--- src/rtl/pahr_accum.sv ---
module pahr_accum #(
    parameter int ACC_W = 22
) (
    input  logic [ACC_W-1:0] i_a,
    input  logic [ACC_W-1:0] i_b,
    input  logic [ACC_W-1:0] i_limit,
    output logic [ACC_W-1:0] o_sum,
    output logic             o_reach
);

    // Shared add and compare: bin increment and running scan sum
    assign o_sum   = i_a + i_b;
    assign o_reach = (o_sum >= i_limit);

endmodule

--- config.mk ---
export PLATFORM = sky130hd
export DESIGN_NAME = pahr_accum
export DESIGN_NICKNAME = d
export VERILOG_FILES = /design/src/rtl/pahr_accum.sv
export SDC_FILE = /design/constraint.sdc
export NUM_CORES = 1
export LEC_CHECK = 0
export BUFFER_PORTS_ARGS = -buffer_cell sky130_fd_sc_hd__buf_2
export CORE_AREA = 8 8 87 89
export DETAILED_ROUTE_END_ITERATION = 12
export DIE_AREA = 0 0 95 97
export GPL_ROUTABILITY_DRIVEN = 0
export PLACE_DENSITY = 0.61
export RECOVER_POWER = 25
export SYNTH_ARGS = -nofsm -noshare
export SYNTH_HDL_FRONTEND = slang
export SYNTH_SLANG_ARGS = --single-unit
--- constraint.sdc ---
create_clock -name vclk -period 10.4
set_input_delay 3.12 -clock vclk [all_inputs]
set_output_delay 3.12 -clock vclk [all_outputs]
set_load 0.02 [all_outputs]
After elaboration in Yosys (flattened, before gate mapping)
Index checks and enable logic that the tools add are counted.
- register bits after elaboration: 0
- memories kept: 0
- RAM bits: 0
- word-level logic and storage cells: 2
- bits in read-only memories: 0
- bits of input ports: 66
- latch bits: 0
- output and inout bits: 23
- add/sub/neg operators: 1
- $lt $le $gt $ge: 1
- multipliers: 0
- equality and inequality tests: 0
- muxes and demuxes: 0
- bitwise operators: 0
- divide/modulo/power cells: 0
- shift-type cells: 0
- reduce and logical (&&, ||, !) cells: 0
- operators by type and width (kind ; count):
    adder 22 bit ; 1
    greater-or-equal comparator 22 bit ; 1

Depth between registers and ports, before layout
- depth after elaboration: 2
- gate-level depth with buffers: 13
- depth with buffers taken out: 13

Least setup slack after synthesis
No wires, ideal clock.
- path kind: input to output
- start point: input i_a[0]
- end point: output o_reach
- required time: 7.280 ns
- path buffers: 0
- arrival: 5.769 ns
- path slack: 1.511 ns
- stages on the path: 12
- path through: ha_1 > fa_1 > a21oi_1 > o211ai_1 > a31oi_1 > nor3_1 > a311o_1 > ha_1 > nand4_1 > a21oi_1 > a211o_1 > a21o_1
- cells in the longest elaborated chain, start to end: 2
- RTL lines (item ; RTL line ; text):
    start: declaration ; 4 ; input logic [ACC_W-1:0] i_a,
    adder 22 bit ; 12 ; assign o_sum = i_a + i_b;
    named net o_sum[10] ; 7 ; output logic [ACC_W-1:0] o_sum,
    greater-or-equal comparator 22 bit ; 13 ; assign o_reach = (o_sum >= i_limit);
    end: declaration ; 8 ; output logic o_reach
The timed path passes the listed nets, and every way through them passes these cells.

Worst setup path after layout
- start point: input i_a[1]
- end point: output o_reach
- cells in the longest elaborated chain, start to end: 2
- RTL lines (item ; RTL line):
    adder 22 bit ; 12
    greater-or-equal comparator 22 bit ; 13
No other way between the ends.

==> impl_metrics.py <==
metrics = {
    "finish": {
        "seq_area_um2": 0,
        "antenna-diode-count": 0,
        "synthToLayoutAreaGrowth_pct": 27.2,
        "postLayoutCoreUtil": 0.372,
        "instances_no_fill": 410,
        "clkbuf_count": 0,
        "finalInstanceArea_um2": 2310,
        "seq_cells": 0,
        "n_fill_cell": 674,
        "layout_common_cells": "85 x buf_2, 43 x ha_1, 30 x inv_1",
        "final_common_cell": "buf_2",
        "multi_input_area_um2": 1660,
        "nets": 445,
        "layout-drive-gt1-share": 0.285,
    },
    "yosys": {
        "synth.net_count": 359,
        "synthTopCellsByArea": "ha_1 30%, a21o_1 7.0%, a21oi_1 6.3%",
        "yosysTopAreaCell": "ha_1",
        "synth.distinct_cells": 44,
        "yosysWarnings": 0,
        "netlist_instances": 249,
        "avgSynthCellArea_um2": 7.29,
        "yosysSeqAreaShare": 0,
        "synth_top_area_share": 0.296,
        "syn_area_um2": 1820,
    },
    "die": {
        "start_util": 0.293,
        "rows": 29,
        "die_area_um2": 9220,
        "num_io_pins": 89,
        "chipWidth_um": 95,
        "die_h_um": 97,
        "core_um2": 6200,
    },
    "status": {
        "status": "finished, final reports clean",
    },
    "global_route": {
        "grt_pass1_vias": 2134,
        "grt_pass1_wl_mm": 9.34,
        "grt_overflow": 0,
        "grt_max_degree": 10,
        "antenna_found_initial": 0,
        "grt_usage": 0.116,
    },
    "sta": {
        "rsz0062_at_grt": "false",
        "finalSetupTns_ns": 0,
        "worst_slew_pin_slew_ns": 0.567,
        "period_share": 0.890,
        "max_freq_mhz": 108,
        "finalSetupViolCount": 0,
        "slew_headroom": 0.618,
        "setup_ws_ns": 1.15,
        "finalCriticalPeriod_ns": 9.25,
        "maxSlewViolCount": 0,
        "hold_violations": 0,
    },
    "route": {
        "ant_nets": 0,
        "drcViolationCount": 0,
        "dr.pass1.iters": 4,
        "drt_iter0_drc": 62,
        "vias": 2066,
        "routed_wl_mm": 5.60,
        "via_per_inst": 5.04,
        "wl_per_cell_um": 13.7,
    },
    "place": {
        "port_buffers": 89,
        "preCtsSetupSlack_ns": 1.20,
        "postPlaceCellArea_um2": 2310,
        "place_inst": 410,
        "hpwl_mm": 5.02,
    },
    "clock_network": {
        "cts_setup_buffers": 0,
        "ctsResizeCount": 0,
        "cts_hold_buf": 0,
    },
    "worst_hold_path": {
        "hold_path.class": "input pin to output port",
    },
    "setup_path": {
        "worst_ep_required_time_ns": 7.28,
        "crit_fanout": 4,
        "crit_path_start_kind": "input pin",
        "path_class": "input pin to output port",
        "cp-end-kind": "output port",
        "crit_arrival_ns": 6.13,
    },
    "power": {
        "pwr-share-comb": 1.000,
        "p_switching_uw": 113,
        "p_per_area_nw_per_um2": 82.5,
        "swShare": 0.595,
        "p_leak_uw": 0.00125,
        "p_int_uw": 77.2,
        "pwr-share-seq": 0,
        "ir_worst_vdd_mv": 0.0309,
        "p_clk_frac": 0,
    },
    "run": {
        "max-cap-violations": 0,
    },
}
==> path summary, 6_finish.rpt <==
kind	startpoint	to	slack, ns	cells past startpoint
max	i_a[1]	o_reach	1.15	14
min	i_b[0]	o_sum[0]	6.67	3
==> critical path, cell delays in order <==
cell and delay [ns]:
buf_2 0.12, ha_1 0.30, a211oi_1 0.33, o21ai_0 0.29
a31oi_1 0.41, a31oi_1 0.17, xor2_1 0.22, ha_1 0.28
a21o_1 0.18, a21o_1 0.17, a21oi_1 0.14, o21ai_0 0.09
a21o_1 0.16, buf_2 0.15
==> area by class of cell <==
class / instances / share of cell area
Multi-Input combinational cell: 214 / 0.719
Timing Repair Buffer: 89 / 0.191
Inverter: 30 / 0.0488
Tap cell: 77 / 0.0417
==> kinds of logic after synthesis <==
logic type / share of synthesized area
AOI/OAI and AO/OA: 0.360
and+or+nand+nor: 0.165
adders and majority gates: 0.307
buffers and inverters: 0.0855
xor gates and xnor gates: 0.0820
==> power by group through the flow <==
stage | clock, uW | sequential, uW | combinational, uW
2_1_floorplan | 0 | 0 | 136
3_3_place_gp | 0 | 0 | 189
3_5_place_dp | 0 | 0 | 192
4_1_cts | 0 | 0 | 193
5_1_grt | 0 | 0 | 211
6_report | 0 | 0 | 190
==> through the flow <==
step                power (uW)  hold WS, ns
floorplan                  136         6.45
global placement           189         6.61
detailed placement         192         6.61
CTS                        193         6.61
global route               211         6.70
finish                     190         6.67
==> Yosys cell counts (6+ instances only) <==
master / number
o21ai_1: 6
a21o_1: 17
xnor2_1: 9
nand3_1: 7
o21ai_0: 8
nand4_1: 8
xor2_1: 8
nand2_1: 13
ha_1: 43
inv_1: 30
a21oi_1: 23
nor2_1: 15
==> metal layers <==
metal  up-vias  share of wire  global-route usage
met5         -              0                   0
met4         0         0.0087             0.00962
met3         2          0.046              0.0131
met2        50           0.49               0.209
met1       917           0.45               0.145
li1       1097              -                   -
Power figures use the tool's default switching activity.
