## src/rtl/pahr_pkg.sv

```systemverilog
package pahr_pkg;

    // Default sizing
    localparam int PAHR_PAGE_COUNT = 65536;
    localparam int PAHR_NUM_BINS   = 30;

    // Fixed field widths at the ports
    localparam int OP_W        = 2;
    localparam int PAGE_IDX_W  = 16;
    localparam int TARGET_W    = 17;
    localparam int SCORE_OUT_W = 5;

    // Histogram bin width and its saturation point
    localparam int BIN_W   = 17;
    localparam int BIN_MAX = (1 << BIN_W) - 1;

    typedef enum logic [OP_W-1:0] {
        OP_OBSERVE = 2'd0,
        OP_CLOSE   = 2'd1,
        OP_VICTIM  = 2'd2
    } t_op;

    typedef enum logic [3:0] {
        S_INIT,
        S_IDLE,
        S_OBS_RD,
        S_OBS_UPD,
        S_OBS_HIST,
        S_SCAN_RD,
        S_SCAN_ACC,
        S_VIC,
        S_DONE
    } t_state;

    typedef struct packed {
        logic wr_en;
        logic clear_all;
    } t_hist_ctl;

endpackage

```

## src/rtl/pahr_hist_mem.sv

```systemverilog
module pahr_hist_mem import pahr_pkg::*; #(
    parameter int DEPTH  = PAHR_NUM_BINS,
    parameter int ADDR_W = 5,
    parameter int DATA_W = BIN_W
) (
    input  logic              i_clk,
    input  logic              i_rst_n,
    input  t_hist_ctl         i_ctl,
    input  logic [ADDR_W-1:0] i_waddr,
    input  logic [DATA_W-1:0] i_wdata,
    input  logic [ADDR_W-1:0] i_raddr,
    output logic [DATA_W-1:0] o_rdata
);

    logic [DATA_W-1:0] r_mem [DEPTH];
    logic [DATA_W-1:0] r_rdata;
    logic [DEPTH-1:0]  r_valid;
    logic              r_rvld;

    always_ff @(posedge i_clk) begin
        if (i_ctl.wr_en) begin
            r_mem[i_waddr] <= i_wdata;
        end
        r_rdata <= r_mem[i_raddr];
    end

    // An entry without its valid bit reads as an empty bin
    always_ff @(posedge i_clk) begin
        if (!i_rst_n) begin
            r_valid <= '0;
            r_rvld  <= 1'b0;
        end else begin
            r_rvld <= r_valid[i_raddr];
            if (i_ctl.clear_all) begin
                r_valid <= '0;
            end else if (i_ctl.wr_en) begin
                r_valid[i_waddr] <= 1'b1;
            end
        end
    end

    assign o_rdata = r_rvld ? r_rdata : '0;

endmodule

```

## config.mk

```make
export PLATFORM = sky130hd
export DESIGN_NAME = pahr_hist_mem
export DESIGN_NICKNAME = d
export VERILOG_FILES = /design/src/rtl/pahr_pkg.sv /design/src/rtl/pahr_hist_mem.sv
export SDC_FILE = /design/constraint.sdc
export NUM_CORES = 1
export LEC_CHECK = 0
export BUFFER_PORTS_ARGS = -buffer_cell sky130_fd_sc_hd__buf_2
export CORE_MARGIN = 2
export CORE_UTILIZATION = 30
export CTS_BUF_LIST = sky130_fd_sc_hd__clkbuf_16
export CTS_CLUSTER_SIZE = 20
export DETAILED_ROUTE_END_ITERATION = 7
export GPL_TIMING_DRIVEN = 0
export SLEW_MARGIN = 25
export SYNTH_ARGS = -nofsm -noshare
export SYNTH_HDL_FRONTEND = slang
export SYNTH_SLANG_ARGS = --single-unit
```

## constraint.sdc

```tcl
create_clock -name i_clk -period 2.6 [get_ports i_clk]
set_clock_uncertainty 0.15 [all_clocks]
set_input_delay 0.52 -clock i_clk [delete_from_list [all_inputs] [get_ports i_clk]]
set_output_delay 0.52 -clock i_clk [all_outputs]
set_load 0.01 [all_outputs]
```

# Word-level counts from Yosys, hierarchy flattened
# Memories as Yosys holds them, arrays and structs flattened. A register that Yosys moved wholly into a read port is not among the register bits.
# Cells that the tools add are included.
totals:
  input_bits: 31
  ram_bits: 510
  memories: 1
  regBits: 31
  elab_cells: 17
  output_inout_bits: 17
op_classes:
  muxes: 7
  n_reduce_logical: 2
  n_lt_le_gt_ge: 3
  bitwise_logic: 2
memory_table:
  columns: ["name", "words", "word_bits", "read_ports", "rd_clocked_by_memory_dff", "write_ports", "line_no", "rtl"]
  rows:
  - ["r_mem", 30, 17, 1, 1, 1, "pahr_hist_mem.sv:15", "logic [DATA_W-1:0] r_mem [DEPTH];"]
ops:
  columns: ["cell", "count"]
  rows:
  - ["$or 30x30->30", 1]
  - ["$mux 17", 1]
  - ["$lt 5x6->1 const B", 2]
  - ["$bmux 1 s5", 1]
  - ["$demux 1 s5", 1]
  - ["$ge 5x1->1 const B", 1]
  - ["$mux 1", 4]
  - ["$reduce_or 2->1", 1]
  - ["$logic_and 1x1->1", 1]
  - ["$not 1->1", 1]

# Depth between registers and ports, before layout
# Gate-level depths: netlist of run 1.
depth:
  word_depth: 5
  ltp_mapped: 8
  ltp_nobuf: 4

# Least setup slack after synthesis of run 1
# No wires, ideal clock.
synth_path:
  path_kind: "input to register"
  start: "input port i_waddr[1]"
  end: "memory r_mem[12][0] (netlist name), enable pin"
  required_ns: 2.058
  setup_slack_ns: 0.206
  path_stages: 3
  n_path_buf: 1
  arrival_time_ns: 1.852
  setup_time_ns: 0.392
  path_cell_list: "or3b_1 -> clkbuf_1 -> nor2_1"
synth_lines:
  columns: ["element", "line_no", "rtl"]
  rows:
  - ["start, declared", "pahr_hist_mem.sv:9", "input logic [ADDR_W-1:0] i_waddr,"]
  - ["end, declared", "pahr_hist_mem.sv:15", null]
# Straight into the memory's write port.

# Worst setup path after layout of run 1
layout_path:
  start: "register r_rvld"
  end: "output port o_rdata[7]"
layout_between:
  elab_chain_len: 1
layout_lines:
  columns: ["element", "line_no", "rtl"]
  rows:
  - ["start, declared", "pahr_hist_mem.sv:18", "logic r_rvld;"]
  - ["start signal, assigned", "pahr_hist_mem.sv:33", "r_rvld <= r_valid[i_raddr];"]
  - ["$mux 17", "pahr_hist_mem.sv:42", "assign o_rdata = r_rvld ? r_rdata : '0;"]
  - ["end, declared", "pahr_hist_mem.sv:12", "output logic [DATA_W-1:0] o_rdata"]
# Every way passes these cells.

==> results of run 1 <==
worst max-delay path, cell delays in order (launching register included):
cell and delay, ns:
dfxtp_1 0.59, clkbuf_1 0.27, and2_1 0.17, buf_2 0.13
how the worst max path moves through the flow:
stage          cells past startpoint  slack, ns                       to
2_1_floorplan                      3       0.21   r_mem[12][0]$_DFFE_PP_
3_3_place_gp                       4      -0.86  r_mem[20][14]$_DFFE_PP_
3_5_place_dp                       6      -0.39      r_rdata[13]$_DFF_P_
4_1_cts                            3        0.1              o_rdata[12]
5_1_grt                            3      0.003               o_rdata[7]
6_report                           3       0.16               o_rdata[7]
registers in the layout (all words and copies together) (netlist names):
register	flops
r_mem	510
r_valid	30
r_rdata	17
r_rvld	1
layout by cell type, fill, tap and decap left out, types with 27 or more instances in the layout:
cell         n
clkbuf_1    29
clkbuf_16   59
o21a_1      30
mux2i_1    191
buf_6       27
mux4_2      38
dfxtp_1     48
nand3_1     53
edfxtp_1   510
a22oi_1    102
buf_2       48
final cells by class:
class / count / area (um^2) / share of cell area, %
Antenna cell: 5 / 12.5 / 0.0496
Buffer: 66 / 458 / 1.81
Clock buffer: 59 / 1480 / 5.85
Clock inverter: 47 / 520 / 2.06
Inverter: 2 / 7.51 / 0.0297
Multi-Input combinational cell: 532 / 4850 / 19.2
Sequential cell: 558 / 16300 / 64.5
Tap cell: 940 / 1180 / 4.66
Timing Repair Buffer: 57 / 458 / 1.81
power breakdown:
part	switching, mW	leakage (nW)	internal (mW)	total [mW]
sequential	0.0322	4.99	9.92	9.95
combinational	0.671	2.45	0.319	0.990
clock	3.44	1.01	5.13	8.58
total	4.15	8.45	15.4	19.5
routing by layer:
layer	up-vias	GRT usage (%)	wire length (um)
met5	-	0	13
met2	384	22.2	24100
li1	4911	-	-
met3	90	2.82	3570
met1	5752	19.5	23000
met4	2	5.12	1860
cell families (layout without fill, tap and decap cells):
group | Yosys count | in the layout | synth area share [%]
AOI/OAI and AO/OA | 138 | 138 | 4.86
buffers and inverters | 68 | 231 | 2.17
other | 0 | 5 | 0
muxes | 232 | 232 | 13.2
and+or+nand+nor | 162 | 162 | 3.82
DFF | 558 | 558 | 76.0
metrics by stage:
step	hold slack [ns]	TNS [ns]	instances	setup slack, ns
6_report	0.117	0	2266	0.157
4_1_cts	0.0733	0	2261	0.0962
3_5_place_dp	0.304	-8.95	2155	-0.388
5_1_grt	0.0944	0	2261	0.00298
2_1_floorplan	0.282	0	1158	0.206
3_3_place_gp	0.291	-297.11	2141	-0.859
==> results.yml, run 1 <==
cts:
  hold_buffers: 0
  cts_root_buffer: "clkbuf_16"
  clk_path_buf_depth: 3
  cts_buffers: 56
  clk_latency_ns: 0.62
  post_cts_buffers: 0
  cts.clk_slew.worst_paths_ns: 0.06
  cts_tree: "built"
  htreeDepth: 2
  clkSinkCount: 558
  cts-resized-gates: 0
grt:
  grt_max_degree: 31
  grt_pass1_vias: 11200
  antenna_found_initial: 2
  grtUsageTotal_pct: 14.1
  grt_pass1_wl_um: 75800
  globalRoute.totalOverflow: 0
timing:
  timing.final.crit_share_pct: 94.0
  slew_viol_final: 0
  worstMarginPinSlew_ns: 0.855
  setup_violations: 0
  rsz0062_at_grt: "no"
  max_freq_ghz: 0.409
  period_needed_ns: 2.44
  hold_viol: 0
  maxSlewHeadroom_pct: 43.0
placed_design:
  dp_hpwl_um: 34300
  gp_congestion: 0.848
  portBuffers: 43
  post_dp_cell_area_um2: 23200
yosys:
  synth_most_common_cell: "edfxtp_1"
  synthTopCellsByCount: "edfxtp_1 (510), mux2i_1 (191), a22oi_1 (102), nand3_1 (53), dfxtp_1 (48)"
  synthesis.nets: 1189
  synth_edf_count: 510
  synth_cell_types: 35
  synth.cell_area_um2: 21400
  ys_ff_latch: 558
  yosysTopAreaCell: "edfxtp_1"
  synth_ff_type: "edfxtp_1"
  synth_top_area_share_pct: 71.5
  async_flop_share_pct: 0
  synth.area.top_cells: "edfxtp_1 (72%), mux2i_1 (8.9%), dfxtp_1 (4.5%)"
  synth_area_per_cell_um2: 18.5
  synth_cells: 1158
  yosysWarnings: 0
  ys_seq_area_share_pct: 76.0
pwr:
  p_leak_nw: 8.45
  power_density_nw_per_um2: 773
  total_power_mw: 19.5
  peakVddDrop_v: 0.000727
worst_setup_path:
  required_ns: 1.93
  r2r_cells: 3
  cp-end-kind: "primary output"
  reg2reg_slack_ns: 0.56
  path_max_fanout: 10
  regToRegEndpoint: "r_rdata[2]$_DFF_P_"
  r2r-start: "r_mem[11][2]$_DFFE_PP_"
  cp-startpoint: "r_rvld$_SDFF_PN0_"
  start_kind: "flop"
  cp.arrival_ns: 1.77
  critPathKind: "reg -> out"
detailed_routing:
  ant_nets: 0
  drt_iter0_drc: 1219
  post_drt_wl_per_cell_um: 23.2
  routed_wl_um: 52600
  viasPerCell: 4.92
  drc: 0
  drtPass1Iterations: 5
  vias: 11100
floorplan:
  start_util_pct: 30.4
  rows: 97
  die-area_um2: 73500
  dieWidth_um: 271
  fp.dieH_um: 271
  ios: 48
  core_area_um2: 70400
min_path:
  min-delay-start: "i_rst_n"
  hold_end: "r_rvld$_SDFF_PN0_"
  holdPathStages: 3
  hold_path_class: "in -> reg"
final_layout:
  drive_gt1_share_pct: 19.6
  syn_to_final_growth_pct: 17.9
  fin_area_um2: 25200
  layout.nets: 1304
  finish.utilization_pct: 35.9
  fillers: 6611
job:
  cap_violations: 0
outcome:
  outcome: "complete, no violations"
Power figures use the tool's default switching activity.
==> inputs of run 2 (changes only) <==
Settings changed: ABC_CLOCK_PERIOD_IN_PS from default to 2600, RECOVER_POWER from default to 25.
==> results.yml, run 2 (same netlist as run 1, synthesis figures left out) <==
final_layout:
  final_common_cell: "edfxtp_1"
  syn_to_final_growth_pct: 17.8
  top_register: "r_mem"
  largest_reg_flops: 510
  final_cell_mix: "edfxtp_1 (510), mux2i_1 (191), a22oi_1 (102), clkbuf_16 (59), nand3_1 (53)"
  drive_gt1_share_pct: 18.6
  finish.utilization_pct: 35.8
  fillers: 6618
  reg.largest.list: "r_mem (510), r_valid (30), r_rdata (17)"
  layout.nets: 1304
grt:
  grt_pass1_wl_um: 75800
  antenna_found_initial: 2
  grtUsageTotal_pct: 14.1
  grt_pass1_vias: 11200
  grt_max_degree: 31
  globalRoute.totalOverflow: 0
floorplan:
  die-area_um2: 73500
  ios: 48
  fp.dieH_um: 271
  rows: 97
  core_area_um2: 70400
  dieWidth_um: 271
  start_util_pct: 30.4
detailed_routing:
  vias: 11100
  ant_nets: 0
  routed_wl_um: 52600
  drt_iter0_drc: 1209
  viasPerCell: 4.91
  post_drt_wl_per_cell_um: 23.2
  drtPass1Iterations: 6
  drc: 0
placed_design:
  dp_hpwl_um: 34300
  gp_congestion: 0.848
  portBuffers: 43
pwr:
  peakVddDrop_v: 0.000727
  p_leak_nw: 8.42
  total_power_mw: 19.5
  power_density_nw_per_um2: 774
min_path:
  hold_path_class: "in -> reg"
  min-delay-start: "i_rst_n"
cts:
  clkSinkCount: 558
  cts_tree: "built"
  cts.clk_slew.worst_paths_ns: 0.06
  cts-resized-gates: 0
  post_cts_buffers: 0
  clk_latency_ns: 0.62
  clk_path_buf_depth: 3
  cts_buffers: 56
  hold_buffers: 0
  cts_root_buffer: "clkbuf_16"
  htreeDepth: 2
timing:
  max_freq_ghz: 0.410
  timing.final.crit_share_pct: 93.9
  maxSlewHeadroom_pct: -11.4
  tns_ns: 0
  rsz0062_at_grt: "no"
  slew_viol_final: 280
  worst_hold_slack_ns: 0.120
  hold_viol: 0
  setup_violations: 0
  worstMarginPinSlew_ns: 1.67
  period_needed_ns: 2.44
worst_setup_path:
  cp-startpoint: "r_rvld$_SDFF_PN0_"
  path_max_fanout: 10
  start_kind: "flop"
  cp-end-kind: "primary output"
  r2r-start: "r_mem[11][2]$_DFFE_PP_"
  cp.arrival_ns: 1.77
  required_ns: 1.93
  critPathKind: "reg -> out"
job:
  cap_violations: 9
outcome:
  outcome: "complete, but fails checks"
  violations: "max-capacitance violations, max-slew violations"
## run 2: cell types whose count changed in the layout (fill, tap and decap cells not counted)
cell,change
clkbuf_1,+13
buf_2,-13
## run 2: where the power goes
| group | switching, mW | leakage, nW | internal (mW) |
|---|---|---|---|
| Clock | 3.44 | 1.01 | 5.13 |
| Combinational | 0.671 | 2.42 | 0.315 |
| Sequential | 0.0322 | 4.99 | 9.93 |
## run 2: path summary, 6_finish.rpt
check                              to  slack, ns  cells after the start
max                        o_rdata[7]       0.16                      3
min                 r_rvld$_SDFF_PN0_       0.12                      3
max reg2reg        r_rdata[2]$_DFF_P_       0.56                      3
min reg2reg  r_valid[11]$_SDFFE_PP0P_       0.31                      1
## run 2: per-layer routing
metal	vias to the layer above	GRT usage, %	routed length, um
met5	-	0	13
met4	2	5.12	1870
met3	89	2.82	3460
met2	374	22.2	24100
met1	5743	19.5	23100
li1	4913	-	-
## run 2: metrics by stage
stage,area (um^2),worst slack (ns),cells
global placement,22800,-0.859,2141
floorplan,21400,0.206,1158
global route,25200,0.00298,2261
detailed placement,23200,-0.388,2155
CTS,25200,0.0962,2261
finish,25200,0.160,2266
## run 2: cell type report
type | count | area, um^2 | area share (%)
Antenna cell | 5 | 12.5 | 0.0496
Buffer | 66 | 458 | 1.82
Clock buffer | 59 | 1480 | 5.85
Clock inverter | 47 | 520 | 2.06
Inverter | 2 | 7.51 | 0.0298
Multi-Input combinational cell | 532 | 4850 | 19.2
Sequential cell | 558 | 16300 | 64.5
Tap cell | 940 | 1180 | 4.66
Timing Repair Buffer | 57 | 442 | 1.75
## run 2: worst max-delay path: stages, from the launching register on
cell	delay [ns]
dfxtp_1	0.59
clkbuf_1	0.27
and2_1	0.17
buf_2	0.13
==> inputs of run 3 (changes only) <==
Settings changed: ABC_CLOCK_PERIOD_IN_PS 2600 to 2560, CORE_ASPECT_RATIO from default to 0.5.
Clock period 2.6 ns to 2.56 ns, I/O delays scaled along.
==> results.yml, run 3 (same netlist as run 1, synthesis figures left out) <==
timing:
  maxSlewHeadroom_pct: -12.1
  period_needed_ns: 2.41
  max_freq_ghz: 0.415
  tns_ns: 0
  slew_viol_final: 279
  worst_hold_slack_ns: 0.0368
  worstMarginPinSlew_ns: 1.68
  setup_violations: 0
  timing.final.crit_share_pct: 94.2
  rsz0062_at_grt: "no"
  hold_viol: 0
  timing.final.ws_setup_ns: 0.148
final_layout:
  top_register: "r_mem"
  n_antenna_cell: 0
  layout.nets: 1303
  fillers: 6630
  final_common_cell: "edfxtp_1"
  largest_reg_flops: 510
  finish.utilization_pct: 35.3
  reg.largest.list: "r_mem (510), r_valid (30), r_rdata (17)"
  drive_gt1_share_pct: 17.3
  final_cell_mix: "edfxtp_1 (510), mux2i_1 (191), a22oi_1 (102), clkbuf_16 (55), nand3_1 (53)"
  syn_to_final_growth_pct: 16.7
grt:
  globalRoute.totalOverflow: 0
  grtUsageTotal_pct: 14.1
  grt_max_degree: 31
  antenna_found_initial: 0
  grt_pass1_wl_um: 74200
  grt_pass1_vias: 10600
pwr:
  power_density_nw_per_um2: 750
  switching_share_pct: 21.6
  switchingPower_mw: 4.05
  peakVddDrop_v: 0.000539
  clkPwrFrac_pct: 40.7
  total_power_mw: 18.7
  comb_power_share_pct: 5.3
  internal_power_mw: 14.7
  seq_power_share_pct: 54.0
  p_leak_nw: 8.33
worst_setup_path:
  path_max_fanout: 10
  reg2reg_slack_ns: 0.72
  crit_chain: "clkbuf_1 -> and2_1 -> buf_2"
  critPathKind: "reg -> out"
  regToRegEndpoint: "r_rdata[10]$_DFF_P_"
  cp-end-kind: "primary output"
  cp-endpoint: "o_rdata[7]"
  r2r-start: "r_mem[8][10]$_DFFE_PP_"
  required_ns: 1.90
  start_kind: "flop"
  slowest_stage: "dfxtp_1"
  cpPeakStageDelay_ns: 0.55
  cp-startpoint: "r_rvld$_SDFF_PN0_"
  cp.arrival_ns: 1.75
  r2r_cells: 3
cts:
  cts_buffers: 54
  cts_tree: "built"
  cts_root_buffer: "clkbuf_16"
  clk_latency_ns: 0.62
  cts-resized-gates: 0
  hold_buffers: 0
  post_cts_buffers: 0
  htreeDepth: 2
  clk_path_buf_depth: 3
  clkSinkCount: 558
  cts.clk_slew.worst_paths_ns: 0.06
detailed_routing:
  drt_iter0_drc: 1121
  ant_nets: 0
  post_drt_wl_per_cell_um: 23.2
  vias: 11000
  routed_wl_um: 52800
  viasPerCell: 4.83
  drc: 0
  drtPass1Iterations: 5
placed_design:
  dp_hpwl_um: 33400
  gp_congestion: 0.870
  dp_slack_ns: -0.342
  portBuffers: 43
floorplan:
  core_area_um2: 70800
  dieWidth_um: 382
  fp.dieH_um: 193
  ios: 48
  die-area_um2: 73700
  rows: 69
  start_util_pct: 30.3
outcome:
  outcome: "complete, but fails checks"
  violations: "max-capacitance violations, max-slew violations"
min_path:
  hold_path_class: "in -> reg"
job:
  cap_violations: 9
[run 3: cell count changes in the layout (fill, tap and decap cells not counted), sizes merged]
| cell | change |
|---|---|
| diode | -5 |
| clkbuf | -7 |
| inv | +8 |
| clkinv | -6 |
| buf | +4 |
| bufinv | -6 |
[run 3: how the worst min path moves through the flow]
stage,start,endpoint,cells past startpoint
after detailed placement,r_valid[29]$_SDFFE_PP0P_,r_valid[29]$_SDFFE_PP0P_,1
after floorplan,r_valid[21]$_SDFFE_PP0P_,r_valid[21]$_SDFFE_PP0P_,1
after global placement,r_valid[17]$_SDFFE_PP0P_,r_valid[17]$_SDFFE_PP0P_,1
final,i_rst_n,r_rvld$_SDFF_PN0_,3
after global routing,i_rst_n,r_rvld$_SDFF_PN0_,3
after CTS,i_rst_n,r_rvld$_SDFF_PN0_,3
[run 3: final cells by class]
cell class | instances | area (um^2) | area share [%]
timing repair buffer | 58 | 509 | 2.04
clock buffer | 55 | 1380 | 5.50
clock inverter | 43 | 312 | 1.25
tap | 958 | 1200 | 4.79
sequential | 558 | 16300 | 65.1
multi-input combinational | 532 | 4860 | 19.5
buffer | 66 | 458 | 1.83
inverter | 2 | 7.51 | 0.0300
[run 3: power by group through the flow]
| stage | clock (mW) | sequential, mW | combinational (mW) |
|---|---|---|---|
| 6_report | 7.63 | 10.1 | 1.00 |
| 3_3_place_gp | 0 | 10.3 | 0.970 |
| 3_5_place_dp | 0 | 10.3 | 1.01 |
| 4_1_cts | 7.74 | 10.1 | 1.01 |
| 5_1_grt | 8.08 | 10.1 | 1.07 |
| 2_1_floorplan | 0 | 10.3 | 0.535 |
[run 3: worst max-delay path, delay by kind of cell, from the launching register on]
kind,cells,cell delay (ns)
flip-flops,1,0.55
AND/OR/NAND/NOR,1,0.17
buffers and inverters,2,0.41
[run 3: metal layers]
| layer | vias up | routed length (um) | global-route usage, % | part of all wire [%] |
|---|---|---|---|---|
| met5 | - | 0 | 0 | 0 |
| met4 | 0 | 1560 | 4.69 | 2.9 |
| met3 | 81 | 3370 | 2.30 | 6.4 |
| met2 | 362 | 24400 | 22.6 | 46 |
| met1 | 5633 | 23500 | 19.7 | 44 |
| li1 | 4898 | - | - | - |
[run 3: per-stage QoR]
stage          area, um^2  std cells
2_1_floorplan       21400       1158
3_3_place_gp        22800       2159
3_5_place_dp        23300       2174
4_1_cts             25000       2272
5_1_grt             25000       2272
6_report            25000       2272
